<file path="src/rtl/core/bsp_pkg.sv">
// Shared types, constants and elaboration helpers for the Bezier surface evaluator.
// No dependencies; imported by bsp_basis, bsp_grid and bezier_surface_point_eval.
package bsp_pkg;

  // fixed-point formats
  localparam int FRAC_BITS  = 16;
  localparam int Q_ONE      = 65536;
  localparam int ROUND_HALF = 32768;
  localparam int POS_W      = 17;          // unsigned Q1.16 parameter and power product
  localparam int IDX_W      = 8;           // sample index
  localparam int RES_W      = 9;           // resolution register
  localparam int DEG_REG_W  = 3;           // degree registers
  localparam int GRID_IDX_W = 3;           // row and col fields of a load
  localparam int COORD_W    = 32;          // stored and returned coordinate width
  localparam int NUM_W      = IDX_W + FRAC_BITS;

  // stream payload widths
  localparam int IN_TDATA_W  = 120;
  localparam int OUT_TDATA_W = 96;

  // configuration port
  localparam int CFG_IDX_W  = 2;
  localparam int CFG_DATA_W = RES_W;
  localparam logic [CFG_IDX_W-1:0] CFG_DEGREE_U   = 2'd0;
  localparam logic [CFG_IDX_W-1:0] CFG_DEGREE_V   = 2'd1;
  localparam logic [CFG_IDX_W-1:0] CFG_RESOLUTION = 2'd2;
  localparam logic [DEG_REG_W-1:0] DEGREE_RESET     = 3'd3;
  localparam logic [RES_W-1:0]     RESOLUTION_RESET = 9'd16;

  // request kinds
  localparam logic REQ_LOAD = 1'b0;
  localparam logic REQ_EVAL = 1'b1;

  typedef struct packed {
    logic [COORD_W-1:0] z;
    logic [COORD_W-1:0] y;
    logic [COORD_W-1:0] x;
  } point_t;

  typedef struct packed {
    logic [GRID_IDX_W-1:0] row;
    logic [GRID_IDX_W-1:0] col;
    point_t                point;
  } load_t;

  // binomial coefficient by Pascal's triangle, elaboration only
  function automatic int binom(input int n, input int k);
    int row_c [0:31];
    for (int r = 0; r < 32; r++) row_c[r] = 0;
    row_c[0] = 1;
    for (int r = 1; r <= n; r++) begin
      for (int c = r; c >= 1; c--) row_c[c] = row_c[c] + row_c[c-1];
    end
    if (k > n) return 0;
    return row_c[k];
  endfunction

  // width of one basis value C(n,i) * p
  function automatic int basis_width(input int max_degree);
    return POS_W + $clog2(binom(max_degree, max_degree / 2) + 1);
  endfunction

endpackage

</file>
<file path="src/rtl/core/bsp_basis.sv">
// One-direction Bernstein basis unit: parameter divider, power chain and binomial scaling.
// Depends on bsp_pkg; one shared 17x17 multiplier does every product.
module bsp_basis import bsp_pkg::*; #(
  parameter int MAX_DEGREE = 7,
  localparam int GRID_SIDE = MAX_DEGREE + 1,
  localparam int DEG_W     = (GRID_SIDE > 1) ? $clog2(GRID_SIDE) : 1,
  localparam int B_W       = basis_width(MAX_DEGREE)
) (
  input  logic             clk,
  input  logic             rst,
  input  logic             start,
  input  logic [IDX_W-1:0] idx,
  input  logic [RES_W-1:0] den,
  input  logic [DEG_W-1:0] n,
  output logic             done,
  output logic [B_W-1:0]   b [GRID_SIDE]
);

  localparam int BIN_W = B_W - POS_W;
  localparam int CNT_W = $clog2(NUM_W);

  localparam logic [1:0] ST_IDLE = 2'd0;
  localparam logic [1:0] ST_DIV  = 2'd1;
  localparam logic [1:0] ST_POW  = 2'd2;
  localparam logic [1:0] ST_BAS  = 2'd3;

  logic [1:0]         st;
  logic [CNT_W-1:0]   cnt;
  logic [NUM_W-1:0]   quo;
  logic [RES_W-1:0]   rem;
  logic [RES_W-1:0]   dvs;
  logic [DEG_W-1:0]   nsel;
  logic [DEG_W-1:0]   k;
  logic [DEG_W-1:0]   i;
  logic [DEG_W-1:0]   rem_s;
  logic [POS_W-1:0]   t_val;
  logic [POS_W-1:0]   s_val;
  logic [POS_W-1:0]   p;
  logic [POS_W-1:0]   tp [GRID_SIDE];
  logic [BIN_W-1:0]   binom_tab [GRID_SIDE][GRID_SIDE];

  logic [RES_W:0]     rem_sh;
  logic               ge;
  logic [RES_W-1:0]   rem_nx;
  logic [NUM_W-1:0]   quo_nx;
  logic [IDX_W-1:0]   idx_eff;
  logic [POS_W-1:0]   mul_b;
  logic [2*POS_W-1:0] prod;
  logic [2*POS_W-1:0] prod_r;
  logic [POS_W-1:0]   rnd;

  // binomial coefficients as a constant table
  for (genvar gn = 0; gn < GRID_SIDE; gn++) begin : g_bn
    for (genvar gk = 0; gk < GRID_SIDE; gk++) begin : g_bk
      assign binom_tab[gn][gk] = BIN_W'(binom(gn, gk));
    end
  end

  // index clamped to the last sample
  assign idx_eff = ({1'b0, idx} > den) ? den[IDX_W-1:0] : idx;

  // restoring division step, one quotient bit a cycle
  assign rem_sh = {rem, quo[NUM_W-1]};
  assign ge     = rem_sh >= {1'b0, dvs};
  assign rem_nx = ge ? RES_W'(rem_sh - {1'b0, dvs}) : rem_sh[RES_W-1:0];
  assign quo_nx = {quo[NUM_W-2:0], ge};

  // shared multiplier with Q16 rounding
  always_comb begin
    if (st == ST_POW) begin
      mul_b = t_val;
    end else if (rem_s != '0) begin
      mul_b = s_val;
    end else begin
      mul_b = POS_W'(binom_tab[nsel][i]);
    end
  end
  assign prod   = p * mul_b;
  assign prod_r = prod + (2*POS_W)'(ROUND_HALF);
  assign rnd    = prod_r[FRAC_BITS +: POS_W];

  // control sequencer
  always_ff @(posedge clk) begin
    if (rst) begin
      st   <= ST_IDLE;
      done <= 1'b0;
    end else begin
      unique case (st)
        ST_IDLE: begin
          if (start) begin
            st   <= ST_DIV;
            done <= 1'b0;
          end
        end
        ST_DIV: begin
          if (cnt == CNT_W'(NUM_W - 1)) st <= ST_POW;
        end
        ST_POW: begin
          if (k == nsel) st <= ST_BAS;
        end
        ST_BAS: begin
          if (rem_s == '0 && i == nsel) begin
            st   <= ST_IDLE;
            done <= 1'b1;
          end
        end
        default: st <= ST_IDLE;
      endcase
    end
  end

  // datapath
  always_ff @(posedge clk) begin
    unique case (st)
      ST_IDLE: begin
        if (start) begin
          quo  <= {idx_eff, FRAC_BITS'(den[RES_W-1:1])};
          rem  <= '0;
          dvs  <= den;
          cnt  <= '0;
          nsel <= n;
        end
      end
      ST_DIV: begin
        quo <= quo_nx;
        rem <= rem_nx;
        cnt <= cnt + 1'b1;
        if (cnt == CNT_W'(NUM_W - 1)) begin
          t_val <= quo_nx[POS_W-1:0];
          s_val <= POS_W'(Q_ONE) - quo_nx[POS_W-1:0];
          p     <= POS_W'(Q_ONE);
          tp[0] <= POS_W'(Q_ONE);
          k     <= DEG_W'(1);
        end
      end
      ST_POW: begin
        tp[k] <= rnd;
        if (k == nsel) begin
          p     <= POS_W'(Q_ONE);
          i     <= '0;
          rem_s <= nsel;
        end else begin
          p <= rnd;
          k <= k + 1'b1;
        end
      end
      ST_BAS: begin
        if (rem_s != '0) begin
          p     <= rnd;
          rem_s <= rem_s - 1'b1;
        end else begin
          b[i] <= B_W'(prod);
          if (i != nsel) begin
            i     <= i + 1'b1;
            p     <= tp[i + 1'b1];
            rem_s <= nsel - i - 1'b1;
          end
        end
      end
      default: ;
    endcase
  end

endmodule

</file>
<file path="config.mk">
export PLATFORM = sky130hd
export DESIGN_NAME = bsp_basis
export DESIGN_NICKNAME = d
export VERILOG_FILES = /design/src/rtl/core/bsp_pkg.sv /design/src/rtl/core/bsp_basis.sv
export SDC_FILE = /design/constraint.sdc
export NUM_CORES = 1
export LEC_CHECK = 0
export BUFFER_PORTS_ARGS = -buffer_cell sky130_fd_sc_hd__buf_4
export CAP_MARGIN = 30
export CORE_UTILIZATION = 45
export DETAILED_ROUTE_END_ITERATION = 6
export SYNTH_ARGS = -nofsm -noshare
export SYNTH_HDL_FRONTEND = slang
export SYNTH_SLANG_ARGS = --single-unit
</file>
<file path="constraint.sdc">
create_clock -name clk -period 10.8 [get_ports clk]
set_input_delay 2.16 -clock clk [delete_from_list [all_inputs] [get_ports clk]]
set_output_delay 2.16 -clock clk [all_outputs]
set_load 0.02 [all_outputs]
</file>
Word-level counts from Yosys, hierarchy flattened
Memory sizes are Yosys's and may differ from the RTL's.
Cells that the tools add are included.
- flip-flop bits (word level): 297
- memory bits (writable): 136
- memory bits (read-only): 384
- input bits: 23
- output and inout bits: 185
- logic and storage cells: 127
- memories kept: 2
- $add $sub $neg: 9
- multipliers: 1
- order comparisons: 5
- eq/ne operators: 15
- muxes and demuxes: 50
- bitwise gates (word level): 3
- reduce and logical (&&, ||, !) cells: 21
- memories (name ; depth ; width ; rd ports ; clocked after Yosys merged registers in ; write ports ; line ; text):
    (no name shown) ; 8 ; 48 ; 1 ; 0 ; 0 ; bsp_basis.sv:75 ; mul_b = POS_W'(binom_tab[nsel][i]);
    tp ; 8 ; 17 ; 1 ; 0 ; 1 ; bsp_basis.sv:39 ; logic [POS_W-1:0] tp [GRID_SIDE];
- operators with widths (operator ; number):
    $bwmux W184 ; 1
    $mux W17 ; 7
    $mux W48 ; 2
    $demux W23 S3 ; 1
    $pmux W17 S3 ; 1
    $pmux W24 S2 ; 1
    $add A33 B16 Y33 const B ; 1
    $mul A17 B17 Y33 ; 1
    $mux W3 ; 9
    $mux W24 ; 1
    $mux W23 ; 1
    $bmux W6 S3 ; 1
    $mux W9 ; 2
    $pmux W3 S2 ; 3
    $pmux W9 S2 ; 1
    $reduce_or A17 Y1 ; 1
    $sub A17 B17 Y17 const A ; 1
    $mux W6 ; 2
    $ne A2 B2 Y1 const B ; 6
    $reduce_and A3 Y1 ; 4
    $ge A10 B9 Y1 ; 1
    $pmux W5 S2 ; 1
    $gt A8 B9 Y1 ; 1
    $sub A9 B9 Y9 ; 1
    28 further kinds ; 53

Depth between registers and ports, before layout
Gate-level depths: netlist of the first run.
- depth in word-level cells: 13
- gate-level depth with buffers: 34

Worst setup path after synthesis of the first run
Ideal clock, no wire load.
- path type: reg-to-reg
- start point: register nsel[0]
- end point: memory tp[0][16] (data pin)
- setup time: 0.291 ns
- data arrival time: 8.084 ns
- data required time: 10.509 ns
- path slack: 2.425 ns
- stages on the path, launching flop included: 32
- cells stage by stage: edfxtp_1 inv_1 ha_1 nor2_1 a21oi_1 o211ai_1 o21ai_0 nor3_1 a21oi_1 o21ai_1 clkbuf_1 nand2_1 fa_1 fa_1 fa_1 inv_1 fa_1 fa_1 inv_1 fa_1 inv_1 ha_1 buf_2 and4_1 and3_1 a22o_1 nor3_2 a31oi_4 xnor2_1 or4b_4 o31a_1 or3_1
- longest elaborated chain between the ends: 12
- RTL lines (element ; line ; text):
    start: declaration ; bsp_basis.sv:32 ; logic [DEG_W-1:0] nsel;
    start signal: assignment ; bsp_basis.sv:121 ; nsel <= n;
    $not A3 Y4 (not written as such) ; bsp_basis.sv:75 ;
    $mem_v2 Z8 W48 ; - ;
    $mux W48 (not written as such) (2 in series) ; bsp_basis.sv:75 ;
    $bmux W6 S3 ; bsp_basis.sv:75 ;
    $mux W6 (not written as such) (2 in series) ; bsp_basis.sv:75 ;
    $mux W17 ; bsp_basis.sv:72 ; end else if (rem_s != '0) begin
    $mux W17 ; bsp_basis.sv:70 ; if (st == ST_POW) begin
    $mul A17 B17 Y33 ; bsp_basis.sv:78 ; assign prod = p * mul_b;
    $add A33 B16 Y33 ; bsp_basis.sv:79 ; assign prod_r = prod + (2*POS_W)'(ROUND_HALF);
    $mux W17 (no line) ; - ;
    end: declaration ; bsp_basis.sv:39 ;
No other way between the ends. The select of a mux whose other input is x is not followed.

Final worst setup path of the first run
- start point: register nsel[0]
- end point: memory tp[2][9] (data pin)
- longest elaborated chain between the ends: 12
- RTL lines (element ; line ; text):
    $not A3 Y4 (not written as such) ; bsp_basis.sv:75 ;
    $mem_v2 Z8 W48 ; - ;
    $mux W48 (not written as such) (2 in series) ; bsp_basis.sv:75 ;
    $bmux W6 S3 ; bsp_basis.sv:75 ;
    $mux W6 (not written as such) (2 in series) ; bsp_basis.sv:75 ;
    $mux W17 ; bsp_basis.sv:72 ;
    $mux W17 ; bsp_basis.sv:70 ;
    $mul A17 B17 Y33 ; bsp_basis.sv:78 ;
    named net prod[17] ; bsp_basis.sv:48 ; logic [2*POS_W-1:0] prod;
    $add A33 B16 Y33 ; bsp_basis.sv:79 ;
    $mux W17 (no line) ; - ;
The timed path passes the listed nets, and every way through them passes these cells. The select of a mux whose other input is x is not followed.

==> summary.md, run 1 <==
| Metric | Value |
|---|---|
| Status | finished, final reports clean |
| Post-CTS setup buffers | 0 |
| EDFF count, synth | 429 |
| Post-synth cell types | 66 |
| Worst-path fanout max | 17 |
| Syn Nets | 2524 |
| H-tree depth | 2 |
| Core box area | 0.05814 mm^2 |
| Ant diodes | 0 |
| Most frequent cells after synthesis | edfxtp_1, inv_1, nand2_1, fa_1, and2_1 |
| Fmax | 108.3 MHz |
| Root Buffer | clkbuf_16 |
| Hold WS | ~0.53 ns |
| Post-Synthesis Cell Area | approximately 0.027 mm^2 |
| Top cell type's share of synthesized area | 48.24% |
| Die Y | 245.6 um |
| Hpwl dp | 46490 um |
| Clk buf depth | 3 |
| First-pass GRT wire length | 102300 um |
| Row count | 88 |
| Post-route ant nets | 0 |
| CP Capture Type | flop |
| RSZ-0062 raised after global routing | false |
| Via density | 5.307 |
| Latest clock arrival within the worst-skew pair | 0.58 ns |
| HP Class | reg2reg |
| Pre-CTS WS | about 1.7 ns |
| Ys flop type | edfxtp_1 |
| Design area | 0.03087 mm^2 |
| Area leader, netlist | edfxtp_1 |
| Cells after Synth | 2136 |
| Largest net degree at the start of global routing | 43 |
| Vias | 16730 |
| Max cap viols | 0 |
| Placed cell areas | 0.02934 mm^2 |
| Tmin final | 9.231 ns |
| Async S/R FF share, synth | 0% |
| Delay of the slowest critical-path stage | ~0.9 ns |
| DRC | 0 |
| Die area | 0.06033 mm^2 |
| Ys Warns | 0 |
| CP dominant cell by count | fa_1 |
| Ranking of synthesized cells by area | edfxtp_1, fa_1, ha_1, inv_1, and2_1 |
| Top Ports | approximately 210 |
| Die X | roughly 250 um |
| GR Overflow Total | 0 |
| CTS sink cnt | 432 |
| Layout area overhead | 15.61% |
| Worst-margin pin slew | around 1.1 ns |
| Top-count cell post-synth | edfxtp_1 |
| Drt initial violations | 1143 |
| Seq cells post-synth | 432 |
| Finish-stage setup viols | 0 |
| Gr usage total | 22.48% |
| WP data required | about 11 ns |
| I/O Buffers | 207 |
| Initial core utilization | a little under half |
| WP data arrival | about 9.6 ns |
| Slowest cell on the critical path | xnor2_1 |
| Worst slew margin | 25.07% |
| CP Launch Type | flop |
| Worst-path clk slew | 0.06 ns |
| WL/cell | between 20 and 25 um |
| Cts hold-fix bufs | 0 |
| CTS tree | done |
| Initial antenna violation count | 0 |
| Hold violation count in the final report | 0 |
| PostCTS Resize Cnt | 0 |
| Final worst-path cycle share | 85.47% |
| Total CTS buffers | 44 |
| Fin nets | 2741 |
| Gpl congestion | 0.8892 |
| CP Class | reg2reg |
| Filler cells | 5007 |
| Register area share after synthesis | 48.46% |
| Share of cells above drive strength 1 | 16.12% |
| Syn avg cell area | 12.50 um^2 |
| Clock Skew | 0.02787 ns |
| Final setup TNS | 0 ns |
| Final setup margin | roughly 1.6 ns |
| Final WL | 66550 um |
| DRT Pass-1 Iters | 5 |
| Number of global-route vias before repair | about 17000 |
| Final Max Slew Viols | 0 |
-- metrics by stage --
stage | util, % | std cells
CTS | 53.11 | 3153
finish | 53.11 | 3153
floorplan | - | 2136
detailed placement | 50.46 | 3072
global placement | 50.46 | 3072
global route | 53.11 | 3153
-- worst max-delay path, delay by kind of cell, from the launching register on --
family / cells / cell delay [ns]
fa+ha+maj: 8 / 3.48
simple gates: 8 / 1.93
compound gates: 8 / 1.18
xor+xnor: 2 / 1.12
buf+inv: 6 / 0.69
flops: 1 / 0.55
-- cell usage in the layout, fill, tap and decap left out, types with 19 or more instances in the layout --
master	n
mux4_2	34
nand2_1	226
inv_1	316
edfxtp_1	429
and2_1	186
nor2_1	67
buf_4	251
ha_1	139
xor2_1	30
clkbuf_16	44
fa_1	225
o22ai_1	19
mux2i_1	27
xnor2_1	46
o21ai_0	44
a21oi_1	52
-- final timing paths --
kind	start	endpoint	slack, ns	cells past startpoint
worst max-delay path	nsel[0]	tp[2][9]	1.57	32
worst min-delay path	quo[15]	t_val[16]	0.53	0
worst max register to register	nsel[0]	tp[2][9]	1.57	32
worst min register to register	quo[15]	t_val[16]	0.53	0
-- kinds of logic (layout without fill, tap and decap cells) --
kind of cell / Yosys count / after routing / share of synthesized area [%]
and+or+nand+nor: 599 / 599 / 11.21
DFF: 432 / 432 / 48.46
buffers and inverters: 397 / 649 / 5.598
adders and majority gates: 365 / 365 / 23.42
AOI/OAI and AO/OA: 204 / 204 / 4.863
xor gates and xnor gates: 77 / 77 / 2.525
muxes: 62 / 62 / 3.921
-- layout make-up --
type / instances / area, um^2 / area share (%)
tap: 765 / 957.2 / 3.100
multi-input combinational: 1307 / 12360 / 40.04
timing repair buffer: 251 / 1884 / 6.103
sequential: 432 / 12940 / 41.92
clock inverter: 35 / 429.2 / 1.390
inverter: 317 / 1190 / 3.854
clock buffer: 46 / 1109 / 3.591
-- per-layer routing --
metal | vias up | global-route usage, % | wire length (um)
met3 | 87 | 2.346 | 2980
met1 | 8580 | 28.41 | 26610
met4 | 0 | 6.175 | 1534
li1 | 7614 | - | -
met2 | 451 | 40.74 | 35430
met5 | - | 0 | 0
-- flip-flops by register name, indices dropped and copies added, names as in the netlist --
signal and cells:
b 184, cnt 5, done 1, dvs 9, i 3, k 3
nsel 3, p 17, quo 24, rem 9, rem_s 3, s_val 16
st 2, t_val 17, tp 136
Power of run 1 is not shown: default switching activity piles up to over one toggle a cycle in this logic, so the estimate is an artifact.
==> inputs of run 2 (changes only) <==
Settings changed: BUFFER_PORTS_ARGS -buffer_cell sky130_fd_sc_hd__buf_4 to not set, DONT_BUFFER_PORTS set to 1.
==> run 2 against run 1 <==
Critical path depth shrank 4; worst hold slack lost 0.012 ns; non-clock buffer count decreased by 204; via count is 5.4% lower; final cell count fell by 6.5%; sequential share of layout area increased by 2.4 points; die area is the same; utilization fell by 2.8 points; design area shrank 5.4%; maximum frequency is 0.71% lower; clock skew is 0.0056 ns higher.
==> summary.md, run 2 (same netlist as run 1, synthesis figures left out) <==
| Metric | Value |
|---|---|
| WP data arrival | 9.57 ns |
| Hold violation count in the final report | 0 |
| Root Buffer | clkbuf_16 |
| Initial antenna violation count | 0 |
| Share of cells above drive strength 1 | 7.837% |
| Final WL | 62480 um |
| Design area | 0.02922 mm^2 |
| Clk buf depth | 3 |
| Fin nets | ~2500 |
| PostCTS Resize Cnt | 0 |
| Latest clock arrival within the worst-skew pair | 0.59 ns |
| Reg2reg setup slack | 1.50 ns |
| Filler cells | 5045 |
| Most common cell after layout, fill and taps aside | edfxtp_1 |
| Hold WS | 0.5154 ns |
| Max reg flops | 184 |
| Die X | 245.6 um |
| RSZ-0062 raised after global routing | false |
| First-pass GRT wire length | 97750 um |
| Drt initial violations | 1067 |
| Clock Skew | 0.03347 ns |
| Vias | 15830 |
| Worst-path fanout max | 11 |
| Finish-stage setup viols | 0 |
| Largest net degree at the start of global routing | 50 |
| CP Class | reg2reg |
| Final setup margin | 1.503 ns |
| Die Y | 245.6 um |
| WL/cell | 21.20 um |
| Biggest register | b |
| Post-CTS setup buffers | 0 |
| Final setup TNS | 0 ns |
| Die area | roughly 0.06 mm^2 |
| Worst-path clk slew | 0.06 ns |
| Met2 usage | 37.73% |
| CTS tree | done |
| Fmax | 107.6 MHz |
| Ant diodes | 0 |
| Cts hold-fix bufs | 0 |
| H-tree depth | 2 |
| DRT Pass-1 Iters | 5 |
| Final worst-path cycle share | 86.09% |
| Final Max Slew Viols | 0 |
| Grt met3 use | 2.445% |
| Pre-CTS WS | about 1.5 ns |
| I/O Buffers | 0 |
| Gr busiest metal | met2 |
| Gpl congestion | approximately 0.90 |
| Total CTS buffers | 44 |
| GR Overflow Total | 0 |
| Worst slew margin | 33.33% |
| WP data required | 11.07 ns |
| Initial core utilization | 45.94% |
| Layout area overhead | 9.403% |
| Hpwl dp | 44480 um |
| Status | finished, final reports clean |
| Worst-margin pin slew | 0.9929 ns |
| CP top delay family | adder cells |
| Placed cell areas | 0.02780 mm^2 |
| Top Registers | b x184, tp x136, quo x24 |
| CP Capture Type | flop |
| CP Launch Type | flop |
| DRC | 0 |
| Max cap viols | 0 |
| Core box area | 0.05814 mm^2 |
| CTS sink cnt | ~430 |
| Number of global-route vias before repair | 16290 |
| Gr usage total | between 20% and 30% |
| Row count | 88 |
| Post-route ant nets | 0 |
| Top Ports | about 210 |
| HP Class | reg2reg |
| Worst Path Buf+Inv | 4 |
| Most frequent cells in the layout | edfxtp_1, inv_1, nand2_1, fa_1, and2_1 |
| Met1 Use GR | roughly 28% |
| Tmin final | 9.297 ns |
| Delay of the slowest critical-path stage | 0.72 ns |
| CP dominant cell by count | fa_1 |
| Via density | about 5.4 |
| Slowest cell on the critical path | o21ai_1 |
[run 2: cell count changes in the layout (fill, tap and decap cells not counted), moves of 2 or more]
cell	change
inv_6	+2
buf_4	-205
clkbuf_1	+11
bufinv_16	-4
clkinv_1	-4
clkinv_2	-5
[run 2: area by class of cell]
| cell class | instances | area, um^2 | share of cell area [%] |
|---|---|---|---|
| Multi-Input combinational cell | 1307 | 12350 | 42.26 |
| Tap cell | 765 | 957.2 | 3.276 |
| Inverter | 317 | 1190 | 4.072 |
| Clock buffer | 57 | 1150 | 3.935 |
| Clock inverter | 22 | 270.3 | 0.9250 |
| Sequential cell | 432 | 12940 | 44.30 |
| Timing Repair Buffer | 47 | 360.3 | 1.233 |
[run 2: metrics by stage]
| step | util [%] | std cells |
|---|---|---|
| detailed placement | 47.82 | 2868 |
| CTS | 50.26 | 2947 |
| finish | 50.26 | 2947 |
| floorplan | - | 2136 |
| global placement | 47.79 | 2867 |
| global route | 50.26 | 2947 |
[run 2: worst paths after layout]
kind,start,endpoint,cells after the start
worst max-delay path,nsel[0],tp[4][16],28
worst min-delay path,quo[0],t_val[1],0
worst max register to register,nsel[0],tp[4][16],28
worst min register to register,quo[0],t_val[1],0
[run 2: layer usage]
metal / up-vias / routed length, um / part of all wire (%)
met3: 82 / 2520 / 4.0
met2: 391 / 32730 / 52
met1: 8150 / 25960 / 42
li1: 7203 / - / -
met4: 0 / 1275 / 2.0
met5: - / 0 / 0
[run 2: worst register-to-register path, delay by kind of cell (launching register included)]
kind,cells,cell delay [ns]
buffers and inverters,4,0.31
AND/OR/NAND/NOR,9,2.25
flip-flops,1,0.53
adder cells (fa/ha/maj),8,3.81
AO/OA/AOI/OAI,7,2.11
Power of run 2 is left out for the same reason.
==> inputs of run 3 (changes only) <==
Settings changed: CTS_CLUSTER_DIAMETER set to 100, RECOVER_POWER set to 50, TNS_END_PERCENT set to 5.
==> run 3 against run 2 <==
The run now ends with capacitance limit, slew limit left; design area is 0.49% lower; first-iteration DRC count is 0.28% higher; critical path depth is 2 higher; flip-flop and latch count stayed put; via count is 0.14% lower; highest routed layer unchanged; largest cell class unchanged; final cell count stayed put; wire length hardly changed; setup slack worse by 0.093 ns; maximum frequency is 0.99% lower; global-route usage stayed put; utilization is 0.25 points lower; worst hold slack worse by 0.00087 ns.
==> summary.md, run 3 (same netlist as run 1, synthesis figures left out) <==
| Metric | Value |
|---|---|
| Most common cell after layout, fill and taps aside | edfxtp_1 |
| Most frequent cells in the layout | edfxtp_1, inv_1, nand2_1, fa_1, and2_1 |
| Final Max Slew Viols | 384 |
| WL/cell | 21.21 um |
| Worst Path Buf+Inv | 7 |
| Worst-path clk slew | around 0.06 ns |
| Slowest cell on the critical path | clkbuf_1 |
| Via density | 5.363 |
| Top Ports | 208 |
| Die X | roughly 250 um |
| Hpwl dp | 44480 um |
| Failing checks | capacitance limit, slew limit |
| Initial antenna violation count | 0 |
| Largest net degree at the start of global routing | 50 |
| RR Endpoint | tp[3][9] |
| Worst-path fanout max | 26 |
| Max cap viols | 14 |
| First-pass GRT wire length | 97750 um |
| Ant diodes | 0 |
| Top Registers | b x184, tp x136, quo x24 |
| Initial core utilization | 45.94% |
| Cells on worst reg2reg path | 30 |
| Biggest register | b |
| DRT Pass-1 Iters | 5 |
| WP data arrival | around 9.7 ns |
| Max reg flops | around 180 |
| CP Launch Type | flop |
| Fin nets | 2537 |
| Die area | 0.06033 mm^2 |
| Hold violation count in the final report | 0 |
| I/O Buffers | 0 |
| CP Capture Type | flop |
| Critical Path Stages | 30 |
| Share of cells above drive strength 1 | 6.279% |
| Core box area | slightly below 0.06 mm^2 |
| H-tree depth | 2 |
| CP top delay family | adder cells |
| Drt initial violations | 1070 |
| DRC | 0 |
| Total CTS buffers | 44 |
| Cts hold-fix bufs | 0 |
| Root Buffer | clkbuf_16 |
| Latest clock arrival within the worst-skew pair | ~0.59 ns |
| Tmin final | 9.390 ns |
| Gr usage total | 21.29% |
| RSZ-0062 raised after global routing | false |
| Filler cells | 5090 |
| CTS tree | done |
| Met1 Use GR | 27.84% |
| PostCTS Resize Cnt | 0 |
| Final WL | approximately 63000 um |
| Critical Path Source | rem_s[0] |
| Final setup TNS | 0 ns |
| Clk buf depth | 3 |
| Worst slew margin | -43.05% |
| Gpl congestion | 0.8979 |
| GR Overflow Total | 0 |
| CTS sink cnt | 432 |
| HP Class | reg2reg |
| Delay of the slowest critical-path stage | 0.90 ns |
| Final worst-path cycle share | 86.95% |
| Number of global-route vias before repair | 16290 |
| CP Class | reg2reg |
| CP dominant cell by count | fa_1 |
| Layout area overhead | 8.869% |
| Reg2reg setup slack | 1.41 ns |
| Setup crit end | tp[3][9] |
| Finish-stage setup viols | 0 |
| Fmax | 106.5 MHz |
| Vias | between 15000 and 20000 |
| WP data required | 11.13 ns |
| Post-CTS setup buffers | 0 |
| Worst-margin pin slew | roughly 2.1 ns |
| Gr busiest metal | met2 |
| Die Y | about 250 um |
| Met2 usage | 37.73% |
| Clock Skew | approximately 0.033 ns |
| Grt met3 use | 2.445% |
| Status | finished, violations left |
| Worst R2R Start | rem_s[0] |
| Post-route ant nets | 0 |
| Row count | 88 |
run 3: changes by cell type in the layout (fill, tap and decap cells not counted), sizes merged:
cell,previous run,this run
buf,47,23
clkbuf,57,81
run 3: routing by layer:
layer,vias up,share of wire (%)
met2,406,52
met5,-,0
met3,77,4.0
met4,0,2.0
li1,7200,-
met1,8121,42
run 3: per-stage QoR:
stage / instances / hold slack [ns] / area [um^2] / util, % / setup slack (ns)
2_1_floorplan: 2136 / 0.4498 / 26710 / - / 2.425
3_3_place_gp: 2867 / 0.4903 / 27780 / 47.79 / 1.688
3_5_place_dp: 2868 / 0.5031 / 27800 / 47.82 / 1.546
4_1_cts: 2947 / 0.5177 / 29220 / 50.26 / 1.478
5_1_grt: 2947 / 0.5465 / 29080 / 50.01 / 0.6510
6_report: 2947 / 0.5146 / 29080 / 50.01 / 1.410
run 3: how the worst min path moves through the flow:
stage,start,to,cells after the start,slack [ns]
after detailed placement,quo[0],t_val[1],0,0.50
after global routing,quo[0],t_val[1],0,0.55
final,quo[0],t_val[1],0,0.51
after floorplan,quo[0],t_val[1],0,0.45
after global placement,quo[15],t_val[16],0,0.49
after CTS,quo[0],t_val[1],0,0.52
run 3: cell type report:
type,instances,area (um^2),share of cell area [%]
Tap cell,765,957.2,3.292
Clock buffer,57,1150,3.955
Sequential cell,432,12940,44.51
Timing Repair Buffer,47,270.3,0.9295
Clock inverter,22,270.3,0.9295
Inverter,317,1190,4.092
Multi-Input combinational cell,1307,12300,42.29
Power of run 3 is left out for the same reason.
